[config.mk]
export PLATFORM = sky130hd
export DESIGN_NAME = running_mean_variance_conf_interval_unit
export DESIGN_NICKNAME = d
export VERILOG_FILES = /design/src/hdl/rmvci_pkg.sv /design/src/hdl/rmvci_div.sv /design/src/hdl/rmvci_isqrt.sv /design/src/hdl/running_mean_variance_conf_interval_unit.sv
export SDC_FILE = /design/constraint.sdc
export NUM_CORES = 2
export LEC_CHECK = 0
export BUFFER_PORTS_ARGS = -buffer_cell sky130_fd_sc_hd__buf_2
export CAP_MARGIN = 20
export CORE_MARGIN = 4
export CORE_UTILIZATION = 60
export CTS_CLUSTER_SIZE = 14
export DETAILED_ROUTE_END_ITERATION = 8
export PLACE_DENSITY = 0.77
export SYNTH_ARGS = -nofsm -noshare
export SYNTH_HDL_FRONTEND = slang
export SYNTH_SLANG_ARGS = --single-unit
[constraint.sdc]
create_clock -name clk -period 25.4 [get_ports clk]
set_input_delay 5.08 -clock clk [delete_from_list [all_inputs] [get_ports clk]]
set_output_delay 5.08 -clock clk [all_outputs]
set_load 0.05 [all_outputs]
[src/hdl/rmvci_pkg.sv]
// ----------------------------------------------------------------------------
// rmvci_pkg
// Shared types and constants of the running mean / variance / interval unit.
// ----------------------------------------------------------------------------
package rmvci_pkg;

  localparam int MAX_SAMPLES = 1024;
  localparam int CNT_W       = $clog2(MAX_SAMPLES + 1);
  // Widest divisor is (n-1)*n.
  localparam int DVS_W       = 2 * CNT_W;
  localparam int TCRIT_W     = 24;
  localparam logic [TCRIT_W-1:0] TCRIT_RESET = 24'd166396;
  localparam int ADDR_W      = 3;
  localparam logic [ADDR_W-3:0] REG_T_CRITICAL = 1'b0;

  typedef struct packed {
    logic signed [31:0] sample;
    logic               last;
  } in_data_t;

  typedef struct packed {
    logic signed [31:0] mean;
    logic [47:0]        variance;
    logic signed [31:0] lower_bound;
    logic signed [31:0] upper_bound;
    logic [10:0]        count;
    logic               too_few_samples;
  } out_data_t;

  typedef struct packed {
    logic             start;
    logic [63:0]      dividend;
    logic [DVS_W-1:0] divisor;
  } div_req_t;

endpackage

[src/hdl/rmvci_div.sv]
// ----------------------------------------------------------------------------
// rmvci_div
// Restoring unsigned divider, 64-bit dividend, one quotient bit per cycle.
// ----------------------------------------------------------------------------
module rmvci_div import rmvci_pkg::*; (
  input  logic        clk,
  input  logic        rst_n,
  input  div_req_t    req,
  output logic        done,
  output logic [63:0] quot
);

  logic             busy_r;
  logic             done_r;
  logic [5:0]       cnt_r;
  logic [DVS_W-1:0] rem_r;
  logic [DVS_W-1:0] dvs_r;
  logic [63:0]      quo_r;
  logic [DVS_W:0]   trial;
  logic [DVS_W:0]   trial_sub;
  logic             ge;

  assign trial     = {rem_r, quo_r[63]};
  assign trial_sub = trial - {1'b0, dvs_r};
  assign ge        = trial >= {1'b0, dvs_r};

  always_ff @(posedge clk) begin
    if (!rst_n) begin
      busy_r <= 1'b0;
      done_r <= 1'b0;
      cnt_r  <= '0;
    end else begin
      done_r <= 1'b0;
      if (busy_r) begin
        rem_r <= ge ? trial_sub[DVS_W-1:0] : trial[DVS_W-1:0];
        quo_r <= {quo_r[62:0], ge};
        cnt_r <= cnt_r + 6'd1;
        if (cnt_r == 6'd63) begin
          busy_r <= 1'b0;
          done_r <= 1'b1;
        end
      end else if (req.start) begin
        rem_r  <= '0;
        quo_r  <= req.dividend;
        dvs_r  <= req.divisor;
        cnt_r  <= '0;
        busy_r <= 1'b1;
      end
    end
  end

  assign done = done_r;
  assign quot = quo_r;

endmodule

[src/hdl/rmvci_isqrt.sv]
// ----------------------------------------------------------------------------
// rmvci_isqrt
// Integer square root of a 64-bit value, one result bit per cycle.
// ----------------------------------------------------------------------------
module rmvci_isqrt import rmvci_pkg::*; (
  input  logic        clk,
  input  logic        rst_n,
  input  logic        start,
  input  logic [63:0] value,
  output logic        done,
  output logic [31:0] root
);

  logic        busy_r;
  logic        done_r;
  logic [63:0] v_r;
  logic [63:0] res_r;
  logic [63:0] bit_r;
  logic [63:0] sum;

  assign sum = res_r + bit_r;

  always_ff @(posedge clk) begin
    if (!rst_n) begin
      busy_r <= 1'b0;
      done_r <= 1'b0;
    end else begin
      done_r <= 1'b0;
      if (busy_r) begin
        if (v_r >= sum) begin
          v_r   <= v_r - sum;
          res_r <= (res_r >> 1) + bit_r;
        end else begin
          res_r <= res_r >> 1;
        end
        bit_r <= bit_r >> 2;
        if (bit_r == 64'd1) begin
          busy_r <= 1'b0;
          done_r <= 1'b1;
        end
      end else if (start) begin
        v_r    <= value;
        res_r  <= '0;
        bit_r  <= 64'd1 << 62;
        busy_r <= 1'b1;
      end
    end
  end

  assign done = done_r;
  assign root = res_r[31:0];

endmodule

[src/hdl/running_mean_variance_conf_interval_unit.sv]
// ----------------------------------------------------------------------------
// running_mean_variance_conf_interval_unit
// Welford running mean and variance with a Student-t confidence interval.
// ----------------------------------------------------------------------------
// Samples arrive on the in_ channel (valid/ready), one Q16.16 value per beat.
// A beat that carries last closes the set: one result beat with mean,
// variance, interval bounds and count goes out on the out_ channel, and the
// accumulators are cleared. t_critical is written over the cfg_ APB port.
// Each sample takes one multiply and two divisions by the count, the
// divisions on the single shared bit-serial divider. With two or more
// samples, a last sample adds two more divisions, a square root and two
// multiplies. in_ready is high only while the sequencer is idle.
// Once a full set is held, further samples are taken but not accumulated.
// A result waits in the output register while out_ready is low; the next
// set's samples are still taken, and only a following result waits for it.
// Synchronous reset clears the accumulators and the output valid flag and
// sets t_critical to its default of 2.539.
// ----------------------------------------------------------------------------
module running_mean_variance_conf_interval_unit import rmvci_pkg::*; (
  input  logic              clk,
  input  logic              rst_n,
  input  logic              in_valid,
  output logic              in_ready,
  input  in_data_t          in_data,
  output logic              out_valid,
  input  logic              out_ready,
  output out_data_t         out_data,
  input  logic              cfg_psel,
  input  logic              cfg_penable,
  input  logic              cfg_pwrite,
  input  logic [ADDR_W-1:0] cfg_paddr,
  input  logic [31:0]       cfg_pwdata,
  output logic [31:0]       cfg_prdata,
  output logic              cfg_pready
);

  typedef enum logic [3:0] {
    S_IDLE, S_SQ, S_D1GO, S_D1, S_D2GO, S_D2, S_NN, S_D3GO, S_D3,
    S_D4GO, S_D4, S_RTGO, S_RT, S_MULH, S_DONE
  } state_t;

  state_t             state_r;
  logic [TCRIT_W-1:0] tcrit_r;
  logic [CNT_W-1:0]   count_r;
  logic [CNT_W-1:0]   n_r;
  logic signed [47:0] mean_r;
  logic [63:0]        sdsum_r;
  logic               last_r;
  logic               neg_r;
  logic [48:0]        mag_r;
  logic [31:0]        q_r;
  logic [63:0]        prod_r;
  logic [63:0]        quot_r;
  logic [47:0]        var_r;
  logic [31:0]        root_r;
  logic               out_valid_r;
  out_data_t          out_r;

  logic signed [48:0] diff;
  logic [48:0]        mag;
  logic [31:0]        mul_a;
  logic [31:0]        mul_b;
  logic [63:0]        mul_p;
  logic [64:0]        sd_sum;
  logic [63:0]        term;
  logic signed [48:0] mean_sum;
  logic [48:0]        step_mag;
  logic               few;
  logic [39:0]        half;
  logic signed [41:0] m16;
  logic signed [41:0] lo;
  logic signed [41:0] hi;
  logic [CNT_W-1:0]   cnt_m1;
  div_req_t           div_req;
  logic               div_done;
  logic [63:0]        div_quot;
  logic               rt_done;
  logic [31:0]        rt_root;
  logic               cfg_wr;

  // Deviation of the new sample from the running mean, Q16.32.
  assign diff = 49'($signed({in_data.sample, 16'b0})) - 49'(mean_r);
  assign mag  = diff[48] ? 49'(-diff) : diff;

  assign cnt_m1 = count_r - CNT_W'(1);

  always_comb begin
    case (state_r)
      S_NN: begin
        mul_a = 32'(cnt_m1);
        mul_b = 32'(count_r);
      end
      S_MULH: begin
        mul_a = root_r;
        mul_b = 32'(tcrit_r);
      end
      default: begin
        mul_a = q_r;
        mul_b = q_r;
      end
    endcase
  end
  assign mul_p = mul_a * mul_b;

  always_comb begin
    div_req.start    = 1'b0;
    div_req.dividend = prod_r;
    div_req.divisor  = DVS_W'(n_r);
    case (state_r)
      S_D1GO: div_req.start = 1'b1;
      S_D2GO: begin
        div_req.start    = 1'b1;
        div_req.dividend = 64'(mag_r);
      end
      S_D3GO: begin
        div_req.start    = 1'b1;
        div_req.dividend = sdsum_r;
        div_req.divisor  = prod_r[DVS_W-1:0];
      end
      S_D4GO: begin
        div_req.start    = 1'b1;
        div_req.dividend = sdsum_r;
        div_req.divisor  = DVS_W'(cnt_m1);
      end
      default: ;
    endcase
  end

  rmvci_div u_div (
    .clk   (clk),
    .rst_n (rst_n),
    .req   (div_req),
    .done  (div_done),
    .quot  (div_quot)
  );

  rmvci_isqrt u_isqrt (
    .clk   (clk),
    .rst_n (rst_n),
    .start (state_r == S_RTGO),
    .value (quot_r),
    .done  (rt_done),
    .root  (rt_root)
  );

  assign term     = prod_r - div_quot;
  assign sd_sum   = {1'b0, sdsum_r} + {1'b0, term};
  assign step_mag = div_quot[48:0];
  assign mean_sum = 49'(mean_r) + (neg_r ? 49'(-step_mag) : step_mag);

  assign few  = count_r < CNT_W'(2);
  assign half = few ? 40'd0 : prod_r[55:16];
  assign m16  = 42'($signed(mean_r[47:16]));
  assign lo   = m16 - 42'(half);
  assign hi   = m16 + 42'(half);

  function automatic logic [31:0] sat32(input logic signed [41:0] v);
    if (v > 42'sd2147483647)       return 32'h7FFF_FFFF;
    else if (v < -42'sd2147483648) return 32'h8000_0000;
    else                           return v[31:0];
  endfunction

  assign in_ready = (state_r == S_IDLE);
  assign cfg_wr   = cfg_psel && cfg_penable && cfg_pwrite;

  always_ff @(posedge clk) begin
    if (!rst_n) begin
      state_r     <= S_IDLE;
      tcrit_r     <= TCRIT_RESET;
      count_r     <= '0;
      mean_r      <= '0;
      sdsum_r     <= '0;
      out_valid_r <= 1'b0;
    end else begin
      if (cfg_wr && cfg_paddr[ADDR_W-1:2] == REG_T_CRITICAL) begin
        tcrit_r <= cfg_pwdata[TCRIT_W-1:0];
      end
      if (out_valid_r && out_ready) begin
        out_valid_r <= 1'b0;
      end
      unique case (state_r)
        S_IDLE: begin
          if (in_valid) begin
            last_r <= in_data.last;
            neg_r  <= diff[48];
            mag_r  <= mag;
            q_r    <= mag[47:16];
            n_r    <= count_r + CNT_W'(1);
            if (count_r < CNT_W'(MAX_SAMPLES)) begin
              state_r <= S_SQ;
            end else if (in_data.last) begin
              state_r <= S_NN;
            end
          end
        end
        S_SQ: begin
          prod_r  <= mul_p;
          state_r <= S_D1GO;
        end
        S_D1GO: state_r <= S_D1;
        S_D1: begin
          if (div_done) begin
            sdsum_r <= sd_sum[64] ? '1 : sd_sum[63:0];
            state_r <= S_D2GO;
          end
        end
        S_D2GO: state_r <= S_D2;
        S_D2: begin
          if (div_done) begin
            mean_r  <= mean_sum[47:0];
            count_r <= n_r;
            state_r <= last_r ? S_NN : S_IDLE;
          end
        end
        S_NN: begin
          prod_r  <= mul_p;
          state_r <= few ? S_DONE : S_D3GO;
        end
        S_D3GO: state_r <= S_D3;
        S_D3: begin
          if (div_done) begin
            quot_r  <= div_quot;
            state_r <= S_D4GO;
          end
        end
        S_D4GO: state_r <= S_D4;
        S_D4: begin
          if (div_done) begin
            var_r   <= div_quot[63:16];
            state_r <= S_RTGO;
          end
        end
        S_RTGO: state_r <= S_RT;
        S_RT: begin
          if (rt_done) begin
            root_r  <= rt_root;
            state_r <= S_MULH;
          end
        end
        S_MULH: begin
          prod_r  <= mul_p;
          state_r <= S_DONE;
        end
        S_DONE: begin
          // Hold until the output register is free or is being emptied.
          if (!out_valid_r || out_ready) begin
            out_r.mean            <= m16[31:0];
            out_r.variance        <= few ? 48'd0 : var_r;
            out_r.lower_bound     <= sat32(lo);
            out_r.upper_bound     <= sat32(hi);
            out_r.count           <= 11'(count_r);
            out_r.too_few_samples <= few;
            out_valid_r           <= 1'b1;
            count_r               <= '0;
            mean_r                <= '0;
            sdsum_r               <= '0;
            state_r               <= S_IDLE;
          end
        end
        default: state_r <= S_IDLE;
      endcase
    end
  end

  assign out_valid  = out_valid_r;
  assign out_data   = out_r;
  assign cfg_pready = 1'b1;
  assign cfg_prdata = (cfg_paddr[ADDR_W-1:2] == REG_T_CRITICAL) ? 32'(tcrit_r) : 32'd0;

  a_few_flag: assert property (@(posedge clk) disable iff (!rst_n)
    out_valid |-> (out_data.too_few_samples == (out_data.count < 11'd2)))
    else $error("too_few_samples does not match count");

  a_few_bounds: assert property (@(posedge clk) disable iff (!rst_n)
    out_valid && out_data.too_few_samples |->
      out_data.variance == 48'd0 && out_data.lower_bound == out_data.mean &&
      out_data.upper_bound == out_data.mean)
    else $error("short set must give zero variance and zero half-width");

  a_order: assert property (@(posedge clk) disable iff (!rst_n)
    out_valid |-> out_data.lower_bound <= out_data.upper_bound)
    else $error("interval bounds out of order");

  a_clear: assert property (@(posedge clk) disable iff (!rst_n)
    state_r == S_DONE && (!out_valid_r || out_ready) |=> count_r == '0 && sdsum_r == '0)
    else $error("accumulators not cleared after a result");

endmodule

[Word-level counts from Yosys, hierarchy flattened]
Index checks and enable logic that the tools add are counted.
Cells by class
  multipliers: 1
  bitwise logic cells: 2
  $add $sub $neg: 15
  mux-type cells: 59
  equal/unequal tests: 25
  reductions and logical operators: 29
  $lt $le $gt $ge: 8
Operators by type and width (number)
  2-to-1 mux 64 bit: 11
  one-hot mux 64 bit (2 select lines): 2
  2-to-1 mux 48 bit: 4
  one-hot mux 32 bit (2 select lines): 2
  subtractor 64 bit: 2
  one-hot mux 48 bit (2 select lines): 1
  > comparator 42 x 32 -> 1 bit (second input constant): 2
  less-than comparator 42 x 32 -> 1 bit (second input constant): 2
  2-to-1 mux 22 bit: 3
  adder 64 x 64 -> 65 bit: 1
  adder 63 x 63 -> 64 bit: 1
  adder 64 x 63 -> 64 bit: 1
  >= comparator 64 bit: 1
  multiplier 32 x 32 -> 64 bit: 1
  2-to-1 mux 32 bit: 2
  2-to-1 mux 63 bit: 1
  2-to-1 mux 61 bit: 1
  one-hot mux 4 bit (15 select lines): 1
  negator 49 bit: 1
  subtractor 48 x 48 -> 49 bit: 1
  adder 48 bit: 1
  negator 48 bit: 1
  one-hot mux 22 bit (2 select lines): 1
  adder 32 x 41 -> 42 bit: 1
  37 further kinds: 94
Storage, ports and cells
  register bits after elaboration: 888
  input port bits: 75

[Depth between registers and ports, before layout]
  word-level depth: 5
  depth in mapped cells: 38
  depth with buffers taken out: 35

[By module]
From an unflattened synthesis, not the netlist that was laid out.
Unflattened totals
  cells, all modules: 10820
  area total of the unflattened synthesis: 96196.0 um^2
Modules (own cells, without submodules)
  running_mean_variance_conf_interval_unit: seq. area each 15835.2 um^2, cells an instance 8378, times used 1, area an instance 73269.0 um^2
  rmvci_isqrt: seq. area each 4844.6 um^2, cells an instance 1995, times used 1, area an instance 16941.2 um^2
  rmvci_div: seq. area each 3403.3 um^2, cells an instance 447, times used 1, area an instance 5985.7 um^2

[Least setup slack after synthesis]
Ideal clock, no wire load.
  path kind: in2reg
  start point: input rst_n
  end point: register out_r, in the netlist out_data[0] (enable)
  required time: 24.725 ns
  stages: 5
  data arrival time: 12.365 ns
  buffers on the path: 3
  path slack: 12.360 ns
  cell sequence: clkbuf_1 > inv_2 > clkbuf_1 > clkbuf_1 > nor2_1
Between the ends
  word-level cells in the longest chain between the ends: 1
Ends and longest elaborated chain
  from (decl): line running_mean_variance_conf_interval_unit.sv:21  | input logic rst_n,
  AND reduction 3 bit (no source line)
  to (decl): line running_mean_variance_conf_interval_unit.sv:57  | out_data_t out_r;
No other way between the ends.
A chain may end at the register's enable or synchronous reset.

[Final worst setup path]
  start point: register state_r[2]
  end point: register prod_r[58] (data pin)
Between the ends
  word-level cells in the longest chain between the ends: 3
  elaborated cells on any way between the ends: 5
Ends and longest elaborated chain
  from (decl): line running_mean_variance_conf_interval_unit.sv:42  | state_t state_r;
  from (signal assigned): line running_mean_variance_conf_interval_unit.sv:212  | state_r <= last_r ? S_NN : S_IDLE;
  from (signal assigned): line running_mean_variance_conf_interval_unit.sv:217  | state_r <= few ? S_DONE : S_D3GO;
  == test 4 bit or == test 4 x 3 -> 1 bit (tied branches): line running_mean_variance_conf_interval_unit.sv:88  | case (state_r)
  one-hot mux 32 bit (2 select lines): line running_mean_variance_conf_interval_unit.sv:88
  multiplier 32 x 32 -> 64 bit (*): line running_mean_variance_conf_interval_unit.sv:103  | assign mul_p = mul_a * mul_b;
  named net mul_p[58]: line running_mean_variance_conf_interval_unit.sv:63  | logic [63:0] mul_p;
  to (signal assigned): line running_mean_variance_conf_interval_unit.sv:197  | prod_r <= mul_p;
  to (signal assigned): line running_mean_variance_conf_interval_unit.sv:216  | prod_r <= mul_p;
  to (signal assigned): line running_mean_variance_conf_interval_unit.sv:241  | prod_r <= mul_p;
  to (decl): line running_mean_variance_conf_interval_unit.sv:52  | logic [63:0] prod_r;
Mark *: on every way through the listed nets, which the timed path passes. The rest lies on a longest branch.

==> metrics.log <==
INFO  metric run_status = complete, no violations
INFO  metric post_synth_fa_ha_maj_area_fraction = 28.7%
INFO  metric area_growth_syn_to_layout = 7.14%
INFO  metric placement_rows = 144
INFO  metric finish.utilization = 64.9%
INFO  metric post_synthesis_sequential_area_ratio = 25.7%
INFO  metric mostFrequentLayoutCell = inv_1
INFO  metric critical_path_peak_fanout = 91
INFO  metric critical_path.slowest_cell = buf_4
INFO  metric synth_async_sr_flop_share = 0%
INFO  metric port-buffer-count = 246
INFO  metric tritoncts_clock_tree = done
INFO  metric floorplan.core_area = approximately 150000 um^2
INFO  metric final_hold_viol_count = 0
INFO  metric post_synth_num_cell_types = between 100 and 150
INFO  metric tritoncts_num_sinks = 856
INFO  metric holdPathEnd = quot_r[57]$_DFFE_PP_
INFO  metric ys_seq_elements = between 800 and 900
INFO  metric num-fill-cells = 12900
INFO  metric fin_nets = 12100
INFO  metric grt_pass1_wl = 490000 um
INFO  metric clk_pin_slew_worst_paths = 0.07 ns
INFO  metric maxSlewViolCount = 0
INFO  metric setup_slack_reg_to_reg = approximately 13 ns
INFO  metric detailroute.via_count = 80800
INFO  metric worst_ep_required_time = 25.87 ns
INFO  metric antenna_violating_nets_post_route = 0
INFO  metric synth-xor-area-share = 5.70%
INFO  metric tritoncts.num_buffers = 98
INFO  metric drt_first_iter_violations = 9181
INFO  metric relSlewSlack = 16.6%
INFO  metric worstHoldStart = u_div.quot[57]$_DFFE_PP_
INFO  metric finalClockSkew = slightly below 0.1 ns
INFO  metric reg2reg_to = prod_r[58]$_DFFE_PP_
INFO  metric floorplan.io_pins = 266
INFO  metric first_global_vias = 79600
INFO  metric clockRootBuffer = clkbuf_16
INFO  metric synthMuxAreaShare = 0.793%
INFO  metric setup.worst_path.end_class = flop
INFO  metric critPathLaunchType = flop
INFO  metric worstHoldPathCells = 0
INFO  metric postSynth.topFlopCell = edfxtp_1
INFO  metric cap_violations = 0
INFO  metric finalCriticalPeriod = 12.20 ns
INFO  metric syn_avg_cell_area = 8.96 um^2
INFO  metric max_freq = 0.0819 GHz
INFO  metric vias_per_cell = between 6 and 7
INFO  metric drc = 0
INFO  metric start_util = 60.5%
INFO  metric synth_top_family_by_area = adder cells
INFO  metric cp_common_cell = fa_1
INFO  metric grt_max_degree = 146
INFO  metric rsz0062_at_grt = no
INFO  metric clk_latency = roughly 0.8 ns
INFO  metric synth_simple_gate_area_share = 15.3%
INFO  metric dp_hpwl = 261000 um
INFO  metric tightest_slew = 1.24 ns
INFO  metric fin_crit_sh = 48.0%
INFO  metric arrival = between 10 and 15 ns
INFO  metric synth_compound_area_share = between 10% and 20%
INFO  metric post_cts_resized = 0
INFO  metric totalNegativeSetupSlack = 0 ns
INFO  metric floorplan.die_area = between 150000 and 200000 um^2
INFO  metric postCtsSetupBuffers = 0
INFO  metric avg_wl_per_cell = 26.2 um
INFO  metric drt-total-wl = 330000 um
INFO  metric most-common-layout-cells = 1271 x inv_1, 1255 x nand2_1, 900 x fa_1
INFO  metric hp-class = reg -> reg
INFO  metric post_route_cells_drive_above_1_share = 7.23%
INFO  metric worst_path_largest_cell_delay = 0.84 ns
INFO  metric global_routing_usage_summed_across_all_routing_layers = around two fifths
INFO  metric grt-ovfl-total = 0
INFO  metric cts.htree.levels = 3
INFO  metric clock_tree.buffer_depth = 3
INFO  metric die_height = a little over 400 um
INFO  metric setup_viol = 0
INFO  metric mappedNetlistArea = 93600 um^2
INFO  metric gp_congestion = 1.02
INFO  metric ys.warnings.count = 0
INFO  metric cts_hold_repair_buffers = 0
INFO  metric ff2ff_path_depth = 32
INFO  metric path_class = reg -> reg
INFO  metric dr.pass1.iters = 6
INFO  metric synth-edff-count = 694
INFO  metric antenna_found_initial = 23
INFO  metric post_synthesis_cell_count = approximately 10000
INFO  metric worst_reg2reg_path_startpoint = state_r[2]$_SDFFE_PN0P_
INFO  metric chipWidth = 403 um
## worst max-delay path, delay by kind of cell (launching register included)
kind                     cells  cell delay (ns)
adder cells (fa/ha/maj)      9             4.44
AO/OA/AOI/OAI               10             3.37
AND/OR/NAND/NOR              5             1.57
buffers and inverters        7             1.50
flip-flops                   1             0.75
XOR/XNOR                     1             0.19
## logic make-up after synthesis
| logic type | count (synthesis) |
|---|---|
| compound gates | 2383 |
| xor+xnor | 609 |
| fa+ha+maj | 1609 |
| buf+inv | 1785 |
| flops | 856 |
| mux | 68 |
| other cells | 2 |
| simple gates | 3129 |
## synth_stat cells, types with 23 or more instances
cell | count | area [um^2]
a21boi_0 | 23 | 173
nand2_1 | 1257 | 4720
nand3_1 | 155 | 776
nor2_1 | 809 | 3040
fa_1 | 900 | 18000
and3_1 | 85 | 532
or2_2 | 32 | 200
a21o_1 | 243 | 1820
a22o_1 | 78 | 683
o21ai_1 | 24 | 120
o211ai_1 | 44 | 330
a211oi_1 | 173 | 1300
nand4_1 | 122 | 763
clkbuf_1 | 456 | 1710
a22oi_1 | 78 | 586
and2_1 | 141 | 882
or4_1 | 25 | 188
a221oi_1 | 23 | 201
dfxtp_1 | 162 | 3240
edfxtp_1 | 694 | 20800
inv_1 | 1272 | 4770
or3_1 | 58 | 363
a21oi_1 | 659 | 3300
o21ai_0 | 479 | 2400
nand2b_1 | 57 | 357
o31ai_1 | 58 | 435
nor3_1 | 139 | 696
mux2_2 | 49 | 552
nor2b_1 | 120 | 751
o21a_1 | 58 | 435
xnor2_1 | 393 | 3440
o21bai_1 | 82 | 616
xor2_1 | 216 | 1890
ha_1 | 709 | 8870
nor4_1 | 53 | 332
a31oi_1 | 109 | 682
buf_1 | 26 | 97.6
a31o_2 | 27 | 236
## sequential cells by signal, indices dropped and copies added, names as in the netlist, 48 cells and up
| signal | count |
|---|---|
| mag_r | 49 |
| sdsum_r | 64 |
| u_div.quot | 64 |
| u_isqrt.v_r | 64 |
| var_r | 48 |
| u_isqrt.res_r | 64 |
| out_data | 156 |
| quot_r | 64 |
| mean_r | 48 |
| prod_r | 64 |
## how the worst max path moves through the flow
stage | startpoint | to | cells past startpoint
3_5_place_dp | state_r[3]$_SDFFE_PN0P_ | prod_r[59]$_DFFE_PP_ | 36
6_report | state_r[2]$_SDFFE_PN0P_ | prod_r[58]$_DFFE_PP_ | 32
4_1_cts | state_r[2]$_SDFFE_PN0P_ | prod_r[58]$_DFFE_PP_ | 32
2_1_floorplan | rst_n | out_data[0]$_DFFE_PP_ | 5
3_3_place_gp | state_r[3]$_SDFFE_PN0P_ | prod_r[59]$_DFFE_PP_ | 36
5_1_grt | state_r[2]$_SDFFE_PN0P_ | prod_r[58]$_DFFE_PP_ | 34
## stage by stage
step	cells	hold slack, ns	worst slack, ns	instance area [um^2]
final	12600	0.473	13.20	100000
after global routing	12600	0.486	12.94	100000
after CTS	12600	0.463	13.52	100000
after detailed placement	12400	0.467	13.55	96800
after global placement	12400	0.463	13.64	96800
after floorplan	10500	0.406	12.36	93600
## cell type report
class,instances,area (um^2),share of cell area (%)
flip-flops and latches,856,24100,24.0
inverters,1278,4800,4.79
repair buffers,400,2430,2.43
multi-input cells,7810,63000,62.8
clock buffers,117,2590,2.59
diodes,17,42.5,0.0424
well taps,2044,2560,2.55
clock inverters,63,752,0.750
## metal layers
metal	wire (um)	track usage [%]	part of all wire [%]
met5	134	0.149	0.041
met3	37500	10.5	11
met2	147000	62.4	45
met4	22000	21.8	6.7
met1	123000	51.1	37
Power is left out: the tool's default activity adds up to more than one toggle a clock period on the data nets, which glitch-free logic cannot reach.
